**src/hdl/tem_pkg.sv**
```systemverilog
`timescale 1ns / 1ps

package tem_pkg;

    // field widths
    localparam int META_W     = 24;               // signed bearing, 18.6
    localparam int DIM_W      = 23;               // unsigned size or advance, 17.6
    localparam int FRAC_W     = 6;                // fraction bits of 18.6 and 17.6
    localparam int PX_W       = META_W - FRAC_W;  // floored bearing in pixels
    localparam int CPX_W      = DIM_W + 1 - FRAC_W; // ceiled size in pixels
    localparam int BOX_W      = 20;               // glyph box coordinates
    localparam int ST_W       = 32;               // running state
    localparam int SUM_W      = 34;               // headroom for state arithmetic
    localparam int OUT_W      = 24;               // result fields
    localparam int CFG_IDX_W  = 4;
    localparam int CFG_DATA_W = 8;

    // rounding constant for ceiling to whole pixels
    localparam logic [DIM_W:0] CEIL_ADD = (DIM_W + 1)'((1 << FRAC_W) - 1);

    // saturation limits, carried at the wide arithmetic width
    localparam logic signed [SUM_W-1:0] ST_MAX_W  = SUM_W'((64'sd1 <<< (ST_W - 1)) - 64'sd1);
    localparam logic signed [SUM_W-1:0] ST_MIN_W  = SUM_W'(-(64'sd1 <<< (ST_W - 1)));
    localparam logic signed [SUM_W-1:0] OUT_MAX_W = SUM_W'((64'sd1 <<< OUT_W) - 64'sd1);

    // configuration register indexes
    typedef enum logic [CFG_IDX_W-1:0] {
        CFG_BOLD_ON       = 4'd0,
        CFG_ITALIC_ON     = 4'd1,
        CFG_BOLD_OVERHANG = 4'd2,
        CFG_ITALIC_BUMP   = 4'd3
    } cfg_index_t;

    // style settings
    typedef struct packed {
        logic                  bold_on;
        logic                  italic_on;
        logic [CFG_DATA_W-1:0] bold_overhang;
        logic [CFG_DATA_W-1:0] italic_bump;
    } tem_cfg_t;

    // one glyph's box in whole pixels
    typedef struct packed {
        logic signed [BOX_W-1:0] min_x;
        logic signed [BOX_W-1:0] max_x;
        logic signed [BOX_W-1:0] min_y;
        logic signed [BOX_W-1:0] max_y;
        logic signed [BOX_W-1:0] adv;
    } tem_box_t;

    // clamp a wide value to the signed state range
    function automatic logic signed [ST_W-1:0] sat_state(input logic signed [SUM_W-1:0] v);
        logic signed [ST_W-1:0] r;
        if (v > ST_MAX_W) begin
            r = ST_MAX_W[ST_W-1:0];
        end else if (v < ST_MIN_W) begin
            r = ST_MIN_W[ST_W-1:0];
        end else begin
            r = v[ST_W-1:0];
        end
        return r;
    endfunction

    // clamp a difference to the result range
    function automatic logic [OUT_W-1:0] sat_out(input logic signed [SUM_W-1:0] v);
        logic [OUT_W-1:0] r;
        if (v < 0) begin
            r = '0;
        end else if (v > OUT_MAX_W) begin
            r = OUT_MAX_W[OUT_W-1:0];
        end else begin
            r = v[OUT_W-1:0];
        end
        return r;
    endfunction

endpackage

```
**src/hdl/text_extent_measure.sv**
```systemverilog
`timescale 1ns / 1ps

// Pixel extent of a string of glyphs.
// Input channel (s_valid / s_ready): one glyph's 18.6 / 17.6 metrics per item, with
// s_last_glyph high on the final glyph of a string.
// Result channel (m_valid / m_ready): one item per string, carrying the width
// and height in pixels, clamped to the 24-bit range.
// Configuration channel (cfg_valid / cfg_ready): cfg_index selects bold on,
// italic on, bold overhang or italic bump; other indexes are dropped. Write
// only while no string is in flight. cfg_ready is always high.
// Throughput: one glyph per cycle, except while a last glyph is held back by a
// waiting result. The pen and bound registers update as each glyph leaves the
// input register; a last glyph's extent goes from the input register through
// the bounds into the result register that drives m_valid.
// Reset clears the style settings, the pen, the bounds and both valids.
// When the receiver stalls with a result waiting, glyphs keep flowing until a
// further last glyph reaches the input register; it then waits there and
// s_ready drops until the waiting result is taken.
module text_extent_measure (
    input  logic                                aclk,
    input  logic                                aresetn,
    input  logic                                s_valid,
    output logic                                s_ready,
    input  logic signed [tem_pkg::META_W-1:0]   s_bearing_x,
    input  logic        [tem_pkg::DIM_W-1:0]    s_glyph_width,
    input  logic signed [tem_pkg::META_W-1:0]   s_bearing_y,
    input  logic        [tem_pkg::DIM_W-1:0]    s_glyph_height,
    input  logic        [tem_pkg::DIM_W-1:0]    s_pen_advance,
    input  logic                                s_last_glyph,
    output logic                                m_valid,
    input  logic                                m_ready,
    output logic        [tem_pkg::OUT_W-1:0]    m_text_width,
    output logic        [tem_pkg::OUT_W-1:0]    m_text_height,
    input  logic                                cfg_valid,
    output logic                                cfg_ready,
    input  logic        [tem_pkg::CFG_IDX_W-1:0]  cfg_index,
    input  logic        [tem_pkg::CFG_DATA_W-1:0] cfg_data
);
    import tem_pkg::*;

    tem_cfg_t                cfg_reg, cfg_next;
    logic                    in_valid_reg, in_valid_next;
    logic                    out_valid_reg, out_valid_next;
    logic signed [META_W-1:0] bx_reg, by_reg;
    logic        [DIM_W-1:0]  gw_reg, gh_reg, adv_reg;
    logic                    last_reg;
    logic [OUT_W-1:0]        width_reg, height_reg;
    logic                    stall, fire, load;
    tem_box_t                box;
    logic [OUT_W-1:0]        width_calc, height_calc;

    // configuration writes
    assign cfg_ready = 1'b1;

    always_comb begin
        cfg_next = cfg_reg;
        if (cfg_valid) begin
            case (cfg_index)
                CFG_BOLD_ON:       cfg_next.bold_on       = cfg_data[0];
                CFG_ITALIC_ON:     cfg_next.italic_on     = cfg_data[0];
                CFG_BOLD_OVERHANG: cfg_next.bold_overhang = cfg_data;
                CFG_ITALIC_BUMP:   cfg_next.italic_bump   = cfg_data;
                default:           cfg_next               = cfg_reg;
            endcase
        end
    end

    always_ff @(posedge aclk) begin
        if (!aresetn) begin
            cfg_reg <= '0;
        end else begin
            cfg_reg <= cfg_next;
        end
    end

    // a last glyph waits only while the result register is still held
    assign stall   = in_valid_reg && last_reg && out_valid_reg && !m_ready;
    assign fire    = in_valid_reg && !stall;
    assign s_ready = !in_valid_reg || !stall;
    assign load    = s_valid && s_ready;

    // handshake state
    always_comb begin
        in_valid_next = in_valid_reg;
        if (load) begin
            in_valid_next = 1'b1;
        end else if (fire) begin
            in_valid_next = 1'b0;
        end

        out_valid_next = out_valid_reg;
        if (fire && last_reg) begin
            out_valid_next = 1'b1;
        end else if (m_ready) begin
            out_valid_next = 1'b0;
        end
    end

    always_ff @(posedge aclk) begin
        if (!aresetn) begin
            in_valid_reg  <= 1'b0;
            out_valid_reg <= 1'b0;
        end else begin
            in_valid_reg  <= in_valid_next;
            out_valid_reg <= out_valid_next;
        end
    end

    // input item register
    always_ff @(posedge aclk) begin
        if (load) begin
            bx_reg   <= s_bearing_x;
            gw_reg   <= s_glyph_width;
            by_reg   <= s_bearing_y;
            gh_reg   <= s_glyph_height;
            adv_reg  <= s_pen_advance;
            last_reg <= s_last_glyph;
        end
    end

    // glyph box in whole pixels
    tem_glyph_box u_box (
        .bearing_x    (bx_reg),
        .glyph_width  (gw_reg),
        .bearing_y    (by_reg),
        .glyph_height (gh_reg),
        .pen_advance  (adv_reg),
        .cfg          (cfg_reg),
        .box          (box)
    );

    // running pen and bounds
    tem_extent_acc u_acc (
        .aclk        (aclk),
        .aresetn     (aresetn),
        .en          (fire),
        .last        (last_reg),
        .box         (box),
        .cfg         (cfg_reg),
        .text_width  (width_calc),
        .text_height (height_calc)
    );

    // result register
    always_ff @(posedge aclk) begin
        if (fire && last_reg) begin
            width_reg  <= width_calc;
            height_reg <= height_calc;
        end
    end

    assign m_valid       = out_valid_reg;
    assign m_text_width  = width_reg;
    assign m_text_height = height_reg;

endmodule

```
**src/hdl/tem_glyph_box.sv**
```systemverilog
`timescale 1ns / 1ps

module tem_glyph_box (
    input  logic signed [tem_pkg::META_W-1:0] bearing_x,
    input  logic        [tem_pkg::DIM_W-1:0]  glyph_width,
    input  logic signed [tem_pkg::META_W-1:0] bearing_y,
    input  logic        [tem_pkg::DIM_W-1:0]  glyph_height,
    input  logic        [tem_pkg::DIM_W-1:0]  pen_advance,
    input  tem_pkg::tem_cfg_t                 cfg,
    output tem_pkg::tem_box_t                 box
);
    import tem_pkg::*;

    logic signed [PX_W-1:0]  bx_px;
    logic signed [PX_W-1:0]  by_px;
    logic        [DIM_W:0]   w_rnd;
    logic        [DIM_W:0]   h_rnd;
    logic        [DIM_W:0]   a_rnd;
    logic signed [BOX_W-1:0] left;
    logic signed [BOX_W-1:0] top;
    logic signed [BOX_W-1:0] cw;
    logic signed [BOX_W-1:0] ch;
    logic signed [BOX_W-1:0] ca;
    logic signed [BOX_W-1:0] style_px;

    // floor the bearings: drop the fraction bits of the signed value
    assign bx_px = bearing_x[META_W-1:FRAC_W];
    assign by_px = bearing_y[META_W-1:FRAC_W];
    assign left  = BOX_W'(bx_px);
    assign top   = BOX_W'(by_px);

    // ceil the sizes and the advance
    assign w_rnd = {1'b0, glyph_width}  + CEIL_ADD;
    assign h_rnd = {1'b0, glyph_height} + CEIL_ADD;
    assign a_rnd = {1'b0, pen_advance}  + CEIL_ADD;
    assign cw    = BOX_W'(w_rnd[DIM_W:FRAC_W]);
    assign ch    = BOX_W'(h_rnd[DIM_W:FRAC_W]);
    assign ca    = BOX_W'(a_rnd[DIM_W:FRAC_W]);

    // extra right-edge pixels for bold and italic
    assign style_px = BOX_W'(cfg.bold_on   ? cfg.bold_overhang : '0)
                    + BOX_W'(cfg.italic_on ? cfg.italic_bump   : '0);

    // assemble the box
    assign box.min_x = left;
    assign box.max_x = left + cw + style_px;
    assign box.max_y = top;
    assign box.min_y = top - ch;
    assign box.adv   = ca;

endmodule

```
**src/hdl/tem_extent_acc.sv**
```systemverilog
`timescale 1ns / 1ps

module tem_extent_acc (
    input  logic                       aclk,
    input  logic                       aresetn,
    input  logic                       en,
    input  logic                       last,
    input  tem_pkg::tem_box_t          box,
    input  tem_pkg::tem_cfg_t          cfg,
    output logic [tem_pkg::OUT_W-1:0]  text_width,
    output logic [tem_pkg::OUT_W-1:0]  text_height
);
    import tem_pkg::*;

    logic signed [ST_W-1:0]  pen_x_reg, pen_x_next;
    logic signed [ST_W-1:0]  min_x_reg, min_x_next;
    logic signed [ST_W-1:0]  max_x_reg, max_x_next;
    logic signed [ST_W-1:0]  min_y_reg, min_y_next;
    logic signed [ST_W-1:0]  max_y_reg, max_y_next;

    logic signed [ST_W-1:0]  pen_upd, min_x_upd, max_x_upd, min_y_upd, max_y_upd;
    logic signed [ST_W-1:0]  pen_bold;
    logic signed [BOX_W-1:0] g_min_x, g_max_x, g_min_y, g_max_y, g_adv, reach;
    logic signed [SUM_W-1:0] pen_w, bo_w, adv_w, z_min, z_max;
    logic signed [SUM_W-1:0] width_diff, height_diff;

    assign g_min_x = box.min_x;
    assign g_max_x = box.max_x;
    assign g_min_y = box.min_y;
    assign g_max_y = box.max_y;
    assign g_adv   = box.adv;

    assign pen_w = SUM_W'(pen_x_reg);
    assign bo_w  = SUM_W'(cfg.bold_on ? cfg.bold_overhang : '0);
    assign adv_w = SUM_W'(g_adv);

    // left edge against the pen before the bold shift
    assign z_min     = pen_w + SUM_W'(g_min_x);
    assign min_x_upd = (z_min < SUM_W'(min_x_reg)) ? sat_state(z_min) : min_x_reg;

    // right edge: bold shifts the pen, the box reaches the wider of advance and edge
    assign pen_bold  = sat_state(pen_w + bo_w);
    assign reach     = (g_adv > g_max_x) ? g_adv : g_max_x;
    assign z_max     = SUM_W'(pen_bold) + SUM_W'(reach);
    assign max_x_upd = (z_max > SUM_W'(max_x_reg)) ? sat_state(z_max) : max_x_reg;

    // both shifts are non-negative, so one clamp covers the pair
    assign pen_upd   = sat_state(pen_w + bo_w + adv_w);

    // vertical bounds
    assign min_y_upd = (ST_W'(g_min_y) < min_y_reg) ? ST_W'(g_min_y) : min_y_reg;
    assign max_y_upd = (ST_W'(g_max_y) > max_y_reg) ? ST_W'(g_max_y) : max_y_reg;

    // extent from the bounds including this glyph
    assign width_diff  = SUM_W'(max_x_upd) - SUM_W'(min_x_upd);
    assign height_diff = SUM_W'(max_y_upd) - SUM_W'(min_y_upd);
    assign text_width  = sat_out(width_diff);
    assign text_height = sat_out(height_diff);

    // next state: keep running, or clear at the end of a string
    always_comb begin
        pen_x_next = pen_x_reg;
        min_x_next = min_x_reg;
        max_x_next = max_x_reg;
        min_y_next = min_y_reg;
        max_y_next = max_y_reg;
        if (en) begin
            if (last) begin
                pen_x_next = '0;
                min_x_next = '0;
                max_x_next = '0;
                min_y_next = '0;
                max_y_next = '0;
            end else begin
                pen_x_next = pen_upd;
                min_x_next = min_x_upd;
                max_x_next = max_x_upd;
                min_y_next = min_y_upd;
                max_y_next = max_y_upd;
            end
        end
    end

    // state registers
    always_ff @(posedge aclk) begin
        if (!aresetn) begin
            pen_x_reg <= '0;
            min_x_reg <= '0;
            max_x_reg <= '0;
            min_y_reg <= '0;
            max_y_reg <= '0;
        end else begin
            pen_x_reg <= pen_x_next;
            min_x_reg <= min_x_next;
            max_x_reg <= max_x_next;
            min_y_reg <= min_y_next;
            max_y_reg <= max_y_next;
        end
    end

endmodule

```
**config.mk**
```make
export PLATFORM = sky130hd
export DESIGN_NAME = text_extent_measure
export DESIGN_NICKNAME = d
export VERILOG_FILES = /design/src/hdl/tem_pkg.sv /design/src/hdl/text_extent_measure.sv /design/src/hdl/tem_glyph_box.sv /design/src/hdl/tem_extent_acc.sv
export SDC_FILE = /design/constraint.sdc
export NUM_CORES = 1
export LEC_CHECK = 0
export BUFFER_PORTS_ARGS = -buffer_cell sky130_fd_sc_hd__buf_4
export CAP_MARGIN = 40
export CORE_ASPECT_RATIO = 1.1
export CORE_MARGIN = 3
export CORE_UTILIZATION = 57
export DETAILED_ROUTE_END_ITERATION = 7
export GPL_TIMING_DRIVEN = 0
export PLACE_DENSITY = 0.82
export SLEW_MARGIN = 30
export SYNTH_ARGS = -nofsm -noshare
export SYNTH_HDL_FRONTEND = slang
export SYNTH_SLANG_ARGS = --single-unit
```
**constraint.sdc**
```tcl
create_clock -name aclk -period 32.9 [get_ports aclk]
set_clock_uncertainty 0.1 [all_clocks]
set_input_delay 4.935 -clock aclk [delete_from_list [all_inputs] [get_ports aclk]]
set_output_delay 4.935 -clock aclk [all_outputs]
set_load 0.005 [all_outputs]
```
# --- Yosys cells after proc, flatten, opt, wreduce, memory -nomap -nowiden ---
# Index checks and enable logic that the tools add are counted.
totals:
  reg_bits: 346
  output_inout_bits: 51
  elab_cells: 96
  input_bits: 135
classes:
  add_sub_neg: 13
  reduce_logical: 17
  n_lt_le_gt_ge: 17
  eq_ne: 3
  n_mux: 27
op_table:
  columns: ["op", "n"]
  rows:
  - ["2-to-1 mux 32 bit", 17]
  - ["adder 23 x 6 -> 24 bit (second input constant)", 3]
  - ["> comparator 34 x 25 -> 1 bit (second input constant)", 2]
  - ["> comparator 34 x 32 -> 1 bit (second input constant)", 2]
  - ["< comparator 34 x 1 -> 1 bit (second input constant)", 2]
  - ["< comparator 34 x 32 -> 1 bit (second input constant)", 2]
  - ["> comparator 33 x 32 -> 1 bit (second input constant)", 2]
  - ["< comparator 33 x 32 -> 1 bit (second input constant)", 2]
  - ["subtractor 32 x 32 -> 33 bit", 2]
  - ["2-to-1 mux 24 bit", 2]
  - ["adder 20 bit", 2]
  - ["adder 34 x 19 -> 34 bit", 1]
  - ["adder 32 x 18 -> 33 bit", 1]
  - ["adder 32 x 20 -> 33 bit", 1]
  - ["adder 32 x 9 -> 33 bit", 1]
  - ["> comparator 33 x 32 -> 1 bit", 1]
  - ["< comparator 33 x 32 -> 1 bit", 1]
  - ["> comparator 18 x 32 -> 1 bit", 1]
  - ["< comparator 20 x 32 -> 1 bit", 1]
  - ["2-to-1 mux 8 bit", 3]
  - ["adder 18 x 19 -> 20 bit", 1]
  - ["> comparator 19 x 20 -> 1 bit", 1]
  - ["2-to-1 mux 20 bit", 1]
  - ["subtractor 18 x 19 -> 20 bit", 1]
  - ["other kinds (9)", 24]

# --- Depth between registers and ports, before layout ---
logic_depth:
  ltp_word: 13
  mapped_depth: 62
  ltp_nobuf: 57

# --- By module ---
# A second synthesis with hierarchy kept.
hier_totals:
  cells_unflattened: 3743
  area_unflattened_um2: 31760.5
modules_own_cells:
  columns: ["module", "cells_per_inst", "seq_area_each_um2", "area_per_inst_um2", "instances"]
  rows:
  - ["tem_extent_acc", 2967, 3203.1, 22086.2, 1]
  - ["text_extent_measure", 252, 5385.2, 5829.3, 1]
  - ["tem_glyph_box", 524, 0.0, 3844.9, 1]

# --- Worst setup path before layout ---
# No wires, ideal clock.
synth_path:
  kind: "flip-flop to flip-flop"
  start: "register gw_reg[5]"
  end: "register width_reg[15], in the netlist m_text_width[15] (data pin)"
  path_buffers: 7
  slack_ns: 18.754
  stages_incl_launch_ff: 61
  t_required_ns: 32.546
  synth_period_minus_slack_ns: 14.146
  arrival_time_ns: 13.792
  setup_time_ns: 0.254
  path_cell_list: "edfxtp_1 or4_1 o31a_1 and4_1 xnor2_1 fa_1 fa_1 inv_1 ha_1 nand3_1 o211ai_1 o41ai_1 o2111ai_1 a21o_1 a21o_1 a21o_1 a21oi_1 xor2_1 [25 not listed] clkbuf_1 and2_1 clkbuf_1 o2bb2ai_1 ha_1 fa_1 nor2b_1 o31a_1 o31a_1 o21ai_1 a31o_2 and2_4 o311a_1 or4b_1 or4_1 clkbuf_1 buf_2 o21a_1"
synth_between:
  elab_chain_len: 13
  word_cells_on_any_way: 16
  classes_between: "add/sub: 5; order compare: 6; mux: 5"
synth_rtl:
  columns: ["element", "line", "rtl"]
  rows:
  - ["start: declaration", "text_extent_measure.sv:45", "logic [DIM_W-1:0] gw_reg, gh_reg, adv_reg;"]
  - ["start signal: assignment", "text_extent_measure.sv:113", "gw_reg <= s_glyph_width;"]
  - ["adder 23 x 6 -> 24 bit *", "tem_glyph_box.sv:33", "assign w_rnd = {1'b0, glyph_width} + CEIL_ADD;"]
  - ["adder 18 x 19 -> 20 bit *", "tem_glyph_box.sv:46", "assign box.max_x = left + cw + style_px;"]
  - ["adder 20 bit *", "tem_glyph_box.sv:46", null]
  - ["> comparator 19 x 20 -> 1 bit", "tem_extent_acc.sv:43", "assign reach = (g_adv > g_max_x) ? g_adv : g_max_x;"]
  - ["2-to-1 mux 20 bit *", "tem_extent_acc.sv:43", null]
  - ["adder 32 x 20 -> 33 bit *", "tem_extent_acc.sv:44", "assign z_max = SUM_W'(pen_bold) + SUM_W'(reach);"]
  - ["< comparator 33 x 32 -> 1 bit", "tem_pkg.sv:56", "end else if (v < ST_MIN_W) begin"]
  - ["2-to-1 mux 32 bit", "tem_pkg.sv:56", null]
  - ["2-to-1 mux 32 bit", "tem_pkg.sv:54", "if (v > ST_MAX_W) begin"]
  - ["2-to-1 mux 32 bit *", "tem_extent_acc.sv:45", "assign max_x_upd = (z_max > SUM_W'(max_x_reg)) ? sat_state(z_max) : max_x_reg;"]
  - ["subtractor 32 x 32 -> 33 bit *", "tem_extent_acc.sv:55", "assign width_diff = SUM_W'(max_x_upd) - SUM_W'(min_x_upd);"]
  - ["> comparator 34 x 25 -> 1 bit", "tem_pkg.sv:69", "end else if (v > OUT_MAX_W) begin"]
  - ["2-to-1 mux 24 bit", "tem_pkg.sv:69", null]
  - ["end signal: assignment", "text_extent_measure.sv:147", "width_reg <= width_calc;"]
  - ["end: declaration", "text_extent_measure.sv:47", "logic [OUT_W-1:0] width_reg, height_reg;"]
# Mark *: on every way between the ends. The rest lies on a longest branch, timed or not.
# A chain may end at the register's enable or synchronous reset.

# --- Worst setup path after layout ---
layout_path:
  start: "register gw_reg[5]"
  end: "register width_reg[21], in the netlist m_text_width[21] (data pin)"
# The elaborated chain is that of the path after synthesis.

==> flow_summary.json <==
{
  "worst_path_largest_cell_delay_ps": 600,
  "antenna_found_initial": 0,
  "rsz0062_at_grt": "false",
  "area_delta_synth_final_pct": 12.8,
  "cts-resized-gates": 0,
  "p_int_w": 0.000976,
  "outcome": "completed",
  "dr.pass1.iters": 6,
  "met3_length_um": 6980,
  "post-synth-top-count-cell": "ha_1",
  "placed_cell_area_um2": 31100,
  "clockBufferDepth": 3,
  "ant_nets": 0,
  "synth-main-ff-cell": "dfxtp_1",
  "cp-start-kind": "register",
  "syn-cell-area_um2": 28700,
  "dp_slack_ps": 16210,
  "clock_sinks": 334,
  "drt-met1-wl_um": 34000,
  "slew_viol_final": 0,
  "rrSetupSlack_ps": 16040,
  "wl_um": 84500,
  "stdcell_area_um2": 32400,
  "slew-limit-headroom": 0.369,
  "max-cap-violations": 0,
  "fin_ws_ps": 16040,
  "drc": 0,
  "vias_per_cell": 6.18,
  "yosys.area.top_type": "edfxtp_1",
  "post-route-min-period_ps": 16860,
  "num-fill-cells": 4151,
  "synth_commonest_cells": "ha_1 (359), nand2_1 (296), a21oi_1 (274)",
  "worst_slew_pin_slew_ps": 944,
  "detail_route.wl_per_cell_um": 19.7,
  "clock-root-buffer": "clkbuf_16",
  "grt_pass1_vias": 25300,
  "drive_above_1_share": 0.0838,
  "synth_edf_count": 154,
  "synth.area.top_cells": "edfxtp_1 (16%), ha_1 (16%), dfxtp_1 (13%), a21oi_1 (4.8%), nand2_1 (3.9%)",
  "h-tree-depth": 2,
  "cts_tree": "yes",
  "synthCells": 3361,
  "yosysSeqAreaShare": 0.287,
  "max_freq_mhz": 59.3,
  "grt_max_degree": 22,
  "numPortBuffers": 171,
  "crit_arrival_ps": 17080,
  "cp_data_required_time_ps": 33120,
  "netSwitchingFraction": 0.372,
  "wl_met2_um": 38400,
  "die_w_um": 220,
  "cpMaxStageDelayCell": "fa_1",
  "crit_path_end_kind": "register",
  "path_class": "reg -> reg",
  "ys_warn_count": 0,
  "cts_buffers": 40,
  "clk_latency_ps": 570,
  "setup_tns_ps": 0,
  "overflow": 0,
  "setup_violations": 0,
  "power.total_w": 0.00155,
  "power_frac_clock": 0.286,
  "vias": 26500,
  "core_area_um2": 49300,
  "grt_pass1_wl_um": 132000,
  "fin_crit_sh": 0.512,
  "hold_violations": 0,
  "holdCritPathClass": "reg -> reg",
  "ir_drop_v": 0.0000482,
  "drt_iter0_drc": 2290,
  "start_util": 0.582,
  "hpwl_um": 66700,
  "yosysTopAreaCellShare": 0.161,
  "p_comb_frac": 0.406,
  "die_h_um": 241,
  "synth_area_per_cell_um2": 8.54,
  "p_sw_w": 0.000578,
  "p_per_area_nw_per_um2": 48.0,
  "p_leak_nw": 14.0,
  "async_flop_share": 0,
  "cts_setup_buffers": 0,
  "yosys_register_bits": 334,
  "path_clk_slew_ps": 60,
  "die-area_um2": 53100,
  "ys_types": 95,
  "io_pins": 186,
  "cts_hold_buf": 0,
  "routed.top_layer": "met4",
  "path_max_fanout": 10,
  "seqPwrFrac": 0.308,
  "rows": 85,
  "grtUsageTotal": 0.312,
  "nets": 4115,
  "gp_congestion": 1.04
}
==> cells in the final DEF, fill, tap and decap left out, types with 104 or more instances in the layout <==
cell / synthesis / layout
a21o_1: 146 / 146
a21oi_1: 274 / 274
buf_4: 3 / 177
clkbuf_1: 92 / 104
dfxtp_1: 180 / 180
edfxtp_1: 154 / 154
ha_1: 359 / 359
inv_1: 238 / 238
nand2_1: 296 / 296
nor2_1: 219 / 218
o21ai_0: 220 / 220
xnor2_1: 119 / 119
xor2_1: 105 / 105
==> final timing paths <==
| kind | startpoint | to | cells past startpoint |
|---|---|---|---|
| max | gw_reg[5] | m_text_width[21] | 60 |
| min | u_acc.max_x_reg[4] | u_acc.max_x_reg[4] | 2 |
| max reg2reg | gw_reg[5] | m_text_width[21] | 60 |
| min reg2reg | u_acc.max_x_reg[4] | u_acc.max_x_reg[4] | 2 |
==> layout make-up <==
class                   count  area [um^2]  share of cell area
multi-input cells        2685        19200               0.593
inverters                 240          901              0.0278
well taps                 652          816              0.0252
diodes                      1         2.50           0.0000773
clock inverters            18          183             0.00564
flip-flops and latches    334         8230               0.254
plain buffers             114          465              0.0144
clock buffers              55         1100              0.0339
repair buffers            183         1500              0.0464
==> metrics by stage <==
step / util / std cells / hold slack [ps]
global placement: 0.625 / 4196 / 339
detailed placement: 0.630 / 4207 / 347
floorplan: - / 3373 / 325
finish: 0.656 / 4282 / 350
CTS: 0.656 / 4280 / 353
global route: 0.656 / 4281 / 378
==> metal layers <==
metal  up-vias  global-route usage
met5         -                   0
met3       266              0.0656
li1      12800                   -
met1     12300               0.382
met2      1103               0.518
met4         0               0.163
==> critical path, delay by kind of cell (launching register included) <==
family                     cells  cell delay [ps]
adders and majority gates      7             2660
buffers and inverters          9             2470
and+or+nand+nor               16             4080
xor gates and xnor gates       3              800
AOI/OAI and AO/OA             24             6020
muxes                          1              150
DFF                            1              340
==> power groups by stage <==
stage | Sequential, W | Clock, W | Combinational (W)
2_1_floorplan | 0.000483 | 0 | 0.000447
5_1_grt | 0.000480 | 0.000467 | 0.000695
6_report | 0.000479 | 0.000445 | 0.000631
4_1_cts | 0.000478 | 0.000449 | 0.000618
3_3_place_gp | 0.000489 | 0 | 0.000595
3_5_place_dp | 0.000487 | 0 | 0.000610
==> cells by family (layout without fill, tap and decap cells) <==
group | Yosys count | in the layout | share of synthesized area
buffers and inverters | 354 | 610 | 0.0476
AOI/OAI and AO/OA | 1048 | 1048 | 0.236
xor gates and xnor gates | 224 | 224 | 0.0683
adders and majority gates | 396 | 396 | 0.177
DFF | 334 | 334 | 0.287
muxes | 72 | 72 | 0.0256
and+or+nand+nor | 931 | 931 | 0.158
other | 2 | 15 | 0.000262
(Power assumes the default switching activity.)
